### src/hdl/tlpr_pkg.sv
`default_nettype none

package tlpr_pkg;

  // Joint store sizing
  localparam int NUM_JOINTS  = 16;
  localparam int JOINT_W     = 4;
  localparam int STORE_DEPTH = (NUM_JOINTS > (1 << JOINT_W)) ? (1 << JOINT_W) : NUM_JOINTS;
  localparam int JIDX_W      = (STORE_DEPTH > 1) ? $clog2(STORE_DEPTH) : 1;
  localparam logic [JOINT_W:0] JOINT_LIMIT = (JOINT_W + 1)'(STORE_DEPTH);

  // Q1.16 unity and register reset values
  localparam logic [16:0] ONE_Q16       = 17'd65536;
  localparam logic [15:0] SHRINK_RESET  = 16'd58982;
  localparam logic [23:0] RELEASE_RESET = 24'd72818;

  // Register map (index is paddr[2])
  localparam logic [0:0] REG_SHRINK  = 1'b0;
  localparam logic [0:0] REG_RELEASE = 1'b1;

  typedef struct packed {
    logic [JOINT_W-1:0] joint;
    logic signed [31:0] current_pos;
    logic signed [31:0] desired_pos;
    logic signed [31:0] torque;
    logic [30:0]        torque_limit;
    logic               torque_present;
  } in_item_t;

  typedef struct packed {
    logic [JOINT_W-1:0] out_joint;
    logic signed [31:0] reference_pos;
    logic [16:0]        applied_factor;
  } out_item_t;

  typedef struct packed {
    logic [15:0] shrink_gain;
    logic [23:0] release_gain;
  } cfg_t;

  // Microcode
  localparam int STEP_W = 3;
  typedef logic [STEP_W-1:0] step_t;
  localparam step_t LAST_STEP = 3'd5;

  typedef enum logic [2:0] {
    OP_NONE,
    OP_CAPTURE,
    OP_LOAD,
    OP_MUL_GAIN,
    OP_ROUND,
    OP_MUL_REF,
    OP_OUT
  } op_t;

  typedef enum logic [2:0] {
    COND_NONE,
    COND_ALWAYS,
    COND_NO_IN,
    COND_NO_UPD,
    COND_OUT_BUSY
  } cond_t;

  typedef struct packed {
    logic  accept;
    op_t   op;
    cond_t cond;
    step_t target;
  } uword_t;

  typedef struct packed {
    logic upd;
    logic out_busy;
  } stat_t;

  // Control store: one word per step
  function automatic uword_t ucode(input step_t s);
    uword_t w;
    w = '{accept: 1'b0, op: OP_NONE, cond: COND_ALWAYS, target: 3'd0};
    case (s)
      3'd0: w = '{accept: 1'b1, op: OP_CAPTURE,  cond: COND_NO_IN,    target: 3'd0};
      3'd1: w = '{accept: 1'b0, op: OP_LOAD,     cond: COND_NO_UPD,   target: 3'd4};
      3'd2: w = '{accept: 1'b0, op: OP_MUL_GAIN, cond: COND_NONE,     target: 3'd0};
      3'd3: w = '{accept: 1'b0, op: OP_ROUND,    cond: COND_NONE,     target: 3'd0};
      3'd4: w = '{accept: 1'b0, op: OP_MUL_REF,  cond: COND_NONE,     target: 3'd0};
      3'd5: w = '{accept: 1'b0, op: OP_OUT,      cond: COND_OUT_BUSY, target: 3'd5};
      default: w = '{accept: 1'b0, op: OP_NONE,  cond: COND_ALWAYS,   target: 3'd0};
    endcase
    return w;
  endfunction

endpackage

`default_nettype wire

### src/hdl/tlpr_seq.sv
`default_nettype none

module tlpr_seq (
  input  wire logic             clk,
  input  wire logic             rst,
  input  wire logic             in_valid,
  input  wire tlpr_pkg::stat_t  stat,
  output tlpr_pkg::uword_t      uw
);

  tlpr_pkg::step_t step;
  tlpr_pkg::step_t step_next;
  logic            taken;

  assign uw = tlpr_pkg::ucode(step);

  // Branch condition
  always_comb begin
    case (uw.cond)
      tlpr_pkg::COND_NONE:     taken = 1'b0;
      tlpr_pkg::COND_ALWAYS:   taken = 1'b1;
      tlpr_pkg::COND_NO_IN:    taken = !in_valid;
      tlpr_pkg::COND_NO_UPD:   taken = !stat.upd;
      tlpr_pkg::COND_OUT_BUSY: taken = stat.out_busy;
      default:                 taken = 1'b1;
    endcase
  end

  always_comb begin
    if (taken) begin
      step_next = uw.target;
    end else if (step == tlpr_pkg::LAST_STEP) begin
      step_next = '0;
    end else begin
      step_next = step + 1'b1;
    end
  end

  always_ff @(posedge clk) begin
    if (rst) begin
      step <= '0;
    end else begin
      step <= step_next;
    end
  end

endmodule

`default_nettype wire

### src/hdl/tlpr_dp.sv
`default_nettype none

module tlpr_dp (
  input  wire logic                 clk,
  input  wire logic                 rst,
  input  wire tlpr_pkg::uword_t     uw,
  input  wire tlpr_pkg::cfg_t       cfg,
  input  wire logic                 in_valid,
  input  wire tlpr_pkg::in_item_t   in_item,
  input  wire logic                 out_ready,
  output logic                      out_valid,
  output tlpr_pkg::out_item_t       out_item,
  output tlpr_pkg::stat_t           stat
);

  // Captured item
  tlpr_pkg::in_item_t item;

  // Working registers
  logic [16:0]        f;
  logic               shrink;
  logic signed [32:0] motion;
  logic signed [58:0] prod;

  // Factor store with per-entry valid bits (invalid reads as 1.0)
  logic [16:0]                      store [tlpr_pkg::STORE_DEPTH];
  logic [tlpr_pkg::STORE_DEPTH-1:0] fvalid;

  logic [tlpr_pkg::JIDX_W-1:0] idx;
  logic                        in_range;
  logic [16:0]                 f_rd;

  assign idx      = item.joint[tlpr_pkg::JIDX_W-1:0];
  assign in_range = {1'b0, item.joint} < tlpr_pkg::JOINT_LIMIT;
  assign f_rd     = (in_range && fvalid[idx]) ? store[idx] : tlpr_pkg::ONE_Q16;

  // Direction test on the captured item
  logic signed [32:0] tq_x;
  logic signed [32:0] lim_x;
  logic               shrink_c;

  assign tq_x     = {item.torque[31], item.torque};
  assign lim_x    = {2'b00, item.torque_limit};
  assign shrink_c = ((tq_x > lim_x) && (item.desired_pos > item.current_pos)) ||
                    ((tq_x < -lim_x) && (item.desired_pos < item.current_pos));

  // Shared multiplier operands
  logic signed [33:0] mul_a;
  logic signed [24:0] mul_b;
  logic [23:0]        gain;

  assign gain = shrink ? {8'd0, cfg.shrink_gain} : cfg.release_gain;

  always_comb begin
    if (uw.op == tlpr_pkg::OP_MUL_GAIN) begin
      mul_a = {17'd0, f};
      mul_b = {1'b0, gain};
    end else begin
      mul_a = {motion[32], motion};
      mul_b = {8'd0, f};
    end
  end

  // Ceiling of factor times gain, clamped to 1.0
  logic [41:0] rnd;
  logic [25:0] q_f;
  logic [16:0] f_round;

  assign rnd     = {1'b0, prod[40:0]} + 42'd65535;
  assign q_f     = rnd[41:16];
  assign f_round = (q_f > 26'd65536) ? tlpr_pkg::ONE_Q16 : q_f[16:0];

  // Reference: current plus floored scaled motion, saturated
  logic signed [32:0] q_ref;
  logic signed [33:0] sum;
  logic signed [31:0] ref_sat;

  assign q_ref = prod[48:16];
  assign sum   = {{2{item.current_pos[31]}}, item.current_pos} + {q_ref[32], q_ref};

  always_comb begin
    if (sum[33:31] == 3'b000 || sum[33:31] == 3'b111) begin
      ref_sat = sum[31:0];
    end else if (sum[33]) begin
      ref_sat = 32'sh8000_0000;
    end else begin
      ref_sat = 32'sh7fff_ffff;
    end
  end

  // Update decision comes straight from the captured item, read at the load step
  logic out_busy;
  assign out_busy      = out_valid && !out_ready;
  assign stat.upd      = item.torque_present && in_range;
  assign stat.out_busy = out_busy;

  // Payload registers
  always_ff @(posedge clk) begin
    case (uw.op)
      tlpr_pkg::OP_CAPTURE: begin
        if (in_valid) begin
          item <= in_item;
        end
      end
      tlpr_pkg::OP_LOAD: begin
        f      <= f_rd;
        shrink <= shrink_c;
        motion <= {item.desired_pos[31], item.desired_pos} -
                  {item.current_pos[31], item.current_pos};
      end
      tlpr_pkg::OP_MUL_GAIN: begin
        prod <= mul_a * mul_b;
      end
      tlpr_pkg::OP_ROUND: begin
        f          <= f_round;
        store[idx] <= f_round;
      end
      tlpr_pkg::OP_MUL_REF: begin
        prod <= mul_a * mul_b;
      end
      tlpr_pkg::OP_OUT: begin
        if (!out_busy) begin
          out_item.out_joint      <= item.joint;
          out_item.reference_pos  <= ref_sat;
          out_item.applied_factor <= f;
        end
      end
      default: begin
      end
    endcase
  end

  // Control registers
  always_ff @(posedge clk) begin
    if (rst) begin
      fvalid    <= '0;
      out_valid <= 1'b0;
    end else begin
      if (uw.op == tlpr_pkg::OP_ROUND) begin
        fvalid[idx] <= 1'b1;
      end
      if (uw.op == tlpr_pkg::OP_OUT && !out_busy) begin
        out_valid <= 1'b1;
      end else if (out_ready) begin
        out_valid <= 1'b0;
      end
    end
  end

endmodule

`default_nettype wire

### src/hdl/torque_limited_position_reference.sv
// Torque-limited position reference.
// Input channel in_valid/in_ready/in_item carries one joint sample; output
// channel out_valid/out_ready/out_item returns one reference item per sample.
// A per-joint Q1.16 factor shrinks by shrink_gain while torque pushes past the
// limit in the direction of motion and recovers by release_gain otherwise; the
// reference is current_pos plus the floored product of motion and factor.
// Gains are set through the APB port: shrink_gain at 0x0, release_gain at 0x4.
// Timing: a six-step control program runs per item (capture, load, gain
// multiply, round and write back, reference multiply, output). Items without
// a torque update skip two steps. A new item is accepted only once the
// program is back at its capture step; the shared multiplier and the step
// counter make the steps of one item run one after another.
// The result sits in an output register, so a new item is taken while the
// previous result waits; if the receiver is still stalling when the next
// result is ready, the program holds at its output step until it is free.
// Reset: all joint factors read as 1.0, gains return to defaults, no result
// is pending and the block is ready for input on the next cycle.
`default_nettype none

module torque_limited_position_reference (
  input  wire logic                 clk,
  input  wire logic                 rst,
  input  wire logic                 in_valid,
  output logic                      in_ready,
  input  wire tlpr_pkg::in_item_t   in_item,
  output logic                      out_valid,
  input  wire logic                 out_ready,
  output tlpr_pkg::out_item_t       out_item,
  input  wire logic                 psel,
  input  wire logic                 penable,
  input  wire logic                 pwrite,
  input  wire logic [2:0]           paddr,
  input  wire logic [31:0]          pwdata,
  output logic [31:0]               prdata,
  output logic                      pready
);

  tlpr_pkg::cfg_t   cfg;
  tlpr_pkg::uword_t uw;
  tlpr_pkg::stat_t  stat;
  logic             wr_en;

  assign pready = 1'b1;
  assign wr_en  = psel && penable && pwrite && pready;

  // Configuration registers
  always_ff @(posedge clk) begin
    if (rst) begin
      cfg.shrink_gain  <= tlpr_pkg::SHRINK_RESET;
      cfg.release_gain <= tlpr_pkg::RELEASE_RESET;
    end else if (wr_en) begin
      case (paddr[2:2])
        tlpr_pkg::REG_SHRINK:  cfg.shrink_gain  <= pwdata[15:0];
        tlpr_pkg::REG_RELEASE: cfg.release_gain <= pwdata[23:0];
        default: begin
        end
      endcase
    end
  end

  always_comb begin
    case (paddr[2:2])
      tlpr_pkg::REG_SHRINK:  prdata = {16'd0, cfg.shrink_gain};
      tlpr_pkg::REG_RELEASE: prdata = {8'd0, cfg.release_gain};
      default:               prdata = '0;
    endcase
  end

  // Step sequencer
  tlpr_seq u_seq (
    .clk      (clk),
    .rst      (rst),
    .in_valid (in_valid),
    .stat     (stat),
    .uw       (uw)
  );

  assign in_ready = uw.accept;

  // Datapath
  tlpr_dp u_dp (
    .clk       (clk),
    .rst       (rst),
    .uw        (uw),
    .cfg       (cfg),
    .in_valid  (in_valid),
    .in_item   (in_item),
    .out_ready (out_ready),
    .out_valid (out_valid),
    .out_item  (out_item),
    .stat      (stat)
  );

  // One item in flight: the program leaves the capture step once an item is taken
  assert property (@(posedge clk) disable iff (rst)
    in_valid && in_ready |=> !in_ready)
    else $error("item accepted while another is in progress");

  // Factor never leaves [0, 1.0]
  assert property (@(posedge clk) disable iff (rst)
    out_valid |-> out_item.applied_factor <= tlpr_pkg::ONE_Q16)
    else $error("applied factor above 1.0");

  // After reset nothing is pending and input is open
  assert property (@(posedge clk)
    rst |=> !out_valid && in_ready)
    else $error("bad state after reset");

endmodule

`default_nettype wire
### config.mk
export PLATFORM = sky130hd
export DESIGN_NAME = torque_limited_position_reference
export DESIGN_NICKNAME = d
export VERILOG_FILES = /design/src/hdl/tlpr_pkg.sv /design/src/hdl/tlpr_seq.sv /design/src/hdl/tlpr_dp.sv /design/src/hdl/torque_limited_position_reference.sv
export SDC_FILE = /design/constraint.sdc
export NUM_CORES = 2
export LEC_CHECK = 0
export BUFFER_PORTS_ARGS = -buffer_cell sky130_fd_sc_hd__buf_2
export CAP_MARGIN = 40
export CORE_MARGIN = 1.5
export CORE_UTILIZATION = 48
export DETAILED_ROUTE_END_ITERATION = 8
export HOLD_SLACK_MARGIN = 0.15
export PLACE_DENSITY = 0.74
export SYNTH_ARGS = -nofsm -noshare
export SYNTH_HDL_FRONTEND = slang
export SYNTH_SLANG_ARGS = --single-unit
### constraint.sdc
create_clock -name clk -period 11.6 [get_ports clk]
set_input_delay 0.58 -clock clk [delete_from_list [all_inputs] [get_ports clk]]
set_output_delay 0.58 -clock clk [all_outputs]
set_load 0.01 [all_outputs]
Word level (Yosys, flattened, before mapping)
Memories as Yosys holds them, arrays and structs flattened. A register that Yosys moved wholly into a read port is not among the register bits.
Index checks and enable logic that the tools add are counted.
W data, S select, Z words.
Operators by class
  $add $sub $neg: 5
  multiply operators: 1
  order comparisons: 7
  equality and inequality tests: 15
  muxes and demuxes: 22
  bitwise operators: 3
  reductions and logical operators: 23
Operators with widths (number)
  $gt A32 B32 Y1: 2
  $mux W32: 2
  $pmux W32 S2: 1
  $pmux W10 S6: 1
  $mul A34 B25 Y49: 1
  $mux W24: 2
  $add A41 B16 Y42 const B: 1
  $add A32 B33 Y34: 1
  $mux W17: 2
  $mux W34: 1
  $pmux W17 S2: 1
  $lt A32 B33 Y1: 1
  $neg A31 Y33: 1
  $sub A32 B32 Y33: 1
  $lt A32 B32 Y1: 1
  $gt A26 B17 Y1 const B: 1
  $eq A3 B3 Y1 const B: 7
  $eq A3 B2 Y1 const B: 6
  $or A16 B16 Y16: 1
  $logic_not A3 Y1: 3
  $reduce_and A2 Y1: 4
  $logic_and A1 B1 Y1: 7
  $eq A3 B1 Y1 const B: 2
  $mux W1: 6
  13 further kinds: 20
Storage, ports and cells
  register bits after elaboration: 345
  memory bits (writable): 272
  input port bits: 174
  output and inout bits: 88
  word-level logic and storage cells: 95
  memories kept: 1
Memory list
  u_dp.store: depth 16, width 17, rd ports 1, clocked after memory_dff 1, wr ports 1, line tlpr_dp.sv:26  | logic [16:0] store [tlpr_pkg::STORE_DEPTH];

Logic depth before layout (Yosys ltp)
  depth after elaboration: 5
  depth in mapped cells: 34
  gate-level depth less buffers: 32

Modules after synthesis
A second synthesis with hierarchy kept.
Unflattened totals
  cell total of the unflattened synthesis: 4752
  area, all modules: 53403.7 µm²
By module, submodules not included
  tlpr_dp: times used 1, cells each 4509, area an instance 51054.0 µm², sequential area each 17146.4 µm²
  torque_limited_position_reference: times used 1, cells each 205, area an instance 2009.4 µm², sequential area each 800.8 µm²
  tlpr_seq: times used 1, cells each 38, area an instance 340.3 µm², sequential area each 60.1 µm²

Worst setup path after synthesis
No wires, ideal clock.
  kind: reg2reg
  from: reg u_seq.step[0]
  to: reg u_dp.prod[46] (data pin)
  setup time: 0.258 ns
  arrival time: 8.371 ns
  required time: 11.342 ns
  setup slack: 2.971 ns
  stages on the path, launching flop included: 33
  buffers on the path: 2
  clock period less this slack: 8.629 ns
  path through: dfxtp_1 inv_1 ha_1 a21o_1 nand2_1 buf_1 mux2i_1 clkbuf_1 nor2_1 fa_1 inv_1 fa_1 inv_1 fa_1 inv_1 fa_1 inv_1 fa_1 fa_1 inv_1 fa_1 inv_1 ha_1 nand3_1 o41ai_1 nand2_1 o21ai_0 a31oi_1 a31o_2 o31ai_1 a21o_1 a21oi_1 xnor2_1
On the way
  longest elaborated chain between the ends: 5
  elaborated cells between the ends (all ways): 11
  classes of those cells: 1 x mul; 6 x eq/ne; 3 x mux; 1 x reduce/logical
RTL lines
  start: declaration: line tlpr_seq.sv:11  | tlpr_pkg::step_t step;
  start signal: assignment: line tlpr_seq.sv:43  | step <= step_next;
  $eq A3 B3 Y1 (tied with other cells): line tlpr_pkg.sv:80  | case (s)
  $pmux W10 S6 *: line tlpr_pkg.sv:80
  $eq A3 B2 Y1 *: line tlpr_dp.sv:55, tlpr_dp.sv:99
  $mux W34 / $mux W24 (equally long branches): line tlpr_dp.sv:55  | if (uw.op == tlpr_pkg::OP_MUL_GAIN) begin
  $mul A34 B25 Y49 *: line tlpr_dp.sv:112, tlpr_dp.sv:119
  end signal: assignment: line tlpr_dp.sv:112  | prod <= mul_a * mul_b;
  end signal: assignment: line tlpr_dp.sv:119  | prod <= mul_a * mul_b;
  end: declaration: line tlpr_dp.sv:23  | logic signed [58:0] prod;
Every way passes the cells marked *; elsewhere a longest branch is shown, timed or not.
A chain may end at the register's enable or synchronous reset.

Worst setup path in the final report
  from: reg u_seq.step[2]
  to: reg u_dp.prod[46] (data pin)
The elaborated chain is that of the path after synthesis.

==> results.sh <==
export IMPL_status="finished, final reports clean"
export IMPL_hold_start="pwdata[14]"
export IMPL_setup_violations=0
export IMPL_grt_max_degree=195
export IMPL_final_cells=6730
export IMPL_fin_setup_tns_ps=0
export IMPL_finalWirelength_mm=145
export IMPL_relSlewSlack_pct=34.6
export IMPL_fmax_ghz=0.0972
export IMPL_cts_buffers=67
export IMPL_root_buffer="clkbuf_16"
export IMPL_vias_per_cell=5.55
export IMPL_min_path_cells=3
export IMPL_insertion_delay_ps=640
export IMPL_rsz0062_at_grt="false"
export IMPL_period_share_pct=88.7
export IMPL_synth_edff_count=557
export IMPL_synth_xor_area_share_pct=2.56
export IMPL_yosysTopAreaCell="edfxtp_1"
export IMPL_utilization_pct=55.0
export IMPL_drv_slew=0
export IMPL_vias=37335
export IMPL_grt_pass1_vias=39878
export IMPL_crit_buf_inv=9
export IMPL_synth_simple_gate_area_share_pct=11.1
export IMPL_synth_area_leaders="edfxtp_1 32%, fa_1 27%, ha_1 6.5%"
export IMPL_critPathLaunchType="flip-flop"
export IMPL_path_depth=32
export IMPL_drv_cap=0
export IMPL_synth_compound_area_share_pct=5.70
export IMPL_grt_pass1_wl_mm=226
export IMPL_cp_required_ps=11970
export IMPL_grt_use_total_pct=26.4
export IMPL_io_buffers=242
export IMPL_postCtsSetupRepairBufs=0
export IMPL_area_growth_pct=13.4
export IMPL_first_iter_violations=3389
export IMPL_worstSetupStartpoint="u_seq.step[2]"
export IMPL_row_count=121
export IMPL_yosys_most_used_dff="edfxtp_1"
export IMPL_fin_skew_ps=27.9
export IMPL_remaining_drc_errors=0
export IMPL_finalHoldViolations=0
export IMPL_drive_gt1_share_pct=11.9
export IMPL_synthAdderAreaFrac_pct=33.5
export IMPL_clk_pin_slew_ps=60
export IMPL_reg2reg_depth=32
export IMPL_wl_per_cell_um=21.5
export IMPL_synth_top_family_by_area="adder cells"
export IMPL_cp_slowest_cell="mux2i_2"
export IMPL_nets=6364
export IMPL_antenna_found_initial=5
export IMPL_die_h_um=335
export IMPL_synth_seq_cells=621
export IMPL_cp_slowest_stage_delay_ps=740
export IMPL_timing_rr_start="u_seq.step[2]"
export IMPL_gp_congestion=0.957
export IMPL_synthDistinctLibCells=75
export IMPL_core_sq_um=109000
export IMPL_die_area_sq_um=112000
export IMPL_criticalPathCategory="reg2reg"
export IMPL_firstDrtPassIters=6
export IMPL_netlist_area_sq_um=53000
export IMPL_clockBufferDepth=3
export IMPL_synth_common_cells="905 x inv_1, 715 x fa_1, 557 x edfxtp_1"
export IMPL_tightest_slew_ps=977
export IMPL_dp_cells=6470
export IMPL_postSynthAreaPerCell_sq_um=11.1
export IMPL_postRouteAntennaNets=0
export IMPL_yosys_mux_area_fraction_pct=5.24
export IMPL_ios=262
export IMPL_htree_levels=3
export IMPL_crit_path_max_fanout=50
export IMPL_hold_path_class="in2reg"
export IMPL_grt_overflow_total=0
export IMPL_synthArstFlopShare_pct=0
export IMPL_critPathArrivalTime_ps=10660
export IMPL_yosysMostFrequentCell="inv_1"
export IMPL_cts_tree="done"
export IMPL_dp_final_hpwl_mm=107
export IMPL_initial_core_util_pct=48.5
export IMPL_yosys_warnings=0
export IMPL_netlist_area_leader_share_pct=31.6
export IMPL_cts_sinks=621
export IMPL_end_kind="flip-flop"
export IMPL_min_period_ps=10290
export IMPL_die_x_um=335
export IMPL_yosysSeqAreaShare_pct=34.0
export IMPL_crit_family="adder cells"
export IMPL_synthCells=4762
## worst reg2reg max path, delay by kind of cell (launching register included)
kind            cells  cell delay [ps]
buf+inv             9             1170
fa+ha+maj           9             3950
simple gates        5              870
flops               1              440
mux                 1              770
xor+xnor            1              140
compound gates      7             2710
## layout by cell type (no fill, tap or decap), types with 133 or more instances in the layout
cell type and n:
a21oi_1 147, and3_1 188, buf_2 243, dlygate4sd3_1 133, edfxtp_1 557, fa_1 715, ha_1 276, inv_1 904
nand2_1 360, nor2_1 407
## per-layer routing
layer	part of all wire, %	track usage, %	vias to the layer above
li1	-	-	16334
met1	37	33.1	18629
met2	48	43.3	1971
met3	10	5.98	395
met4	5.2	12.6	6
met5	0.025	0	-
## sequential cells by signal (all words and copies together) (netlist names), 3 cells and up, named ones only
name / count
u_dp.store: 272
u_dp.idx: 4
u_dp.f: 17
u_dp.motion: 33
u_dp.fvalid: 16
u_dp.item: 127
u_dp.prod: 49
u_seq.step: 3
cfg: 40
u_dp.out_item: 53
## through the flow
step | setup slack, ps | area, sq um | hold WS (ps)
floorplan | 2970 | 53300 | 424
global placement | 1350 | 56300 | 444
detailed placement | 1570 | 56600 | 460
CTS | 1550 | 60000 | 156
global route | 969 | 60100 | 183
finish | 1310 | 60100 | 191
## repair_timing
item                                   CTS  global route
resized for setup                        0             0
hold buffers                           133             0
endpoints found under the hold margin  136             0
## final cells by class
cell class | count | area [sq um]
diodes | 4 | 10.0
clock buffers | 86 | 1780
clock inverters | 34 | 377
fillers | 8964 | 49100
inverters | 905 | 3400
multi-input cells | 3127 | 31200
flip-flops and latches | 621 | 18000
well taps | 1476 | 1850
repair buffers | 477 | 3470
## kinds of logic (layout without fill, tap and decap cells)
family,after synthesis,count (layout)
flops,621,621
compound gates,470,470
other cells,2,90
xor+xnor,155,155
simple gates,1265,1265
buf+inv,1098,1502
fa+ha+maj,991,991
mux,160,160
## final timing paths
path | slack [ps] | end
max | 1310 | u_dp.prod[46]
min | 190 | cfg[38]
max reg2reg | 1310 | u_dp.prod[46]
min reg2reg | 470 | u_dp.fvalid[5]
Power is not shown: default switching activity piles up to over one toggle a cycle in this logic, so the estimate is an artifact.
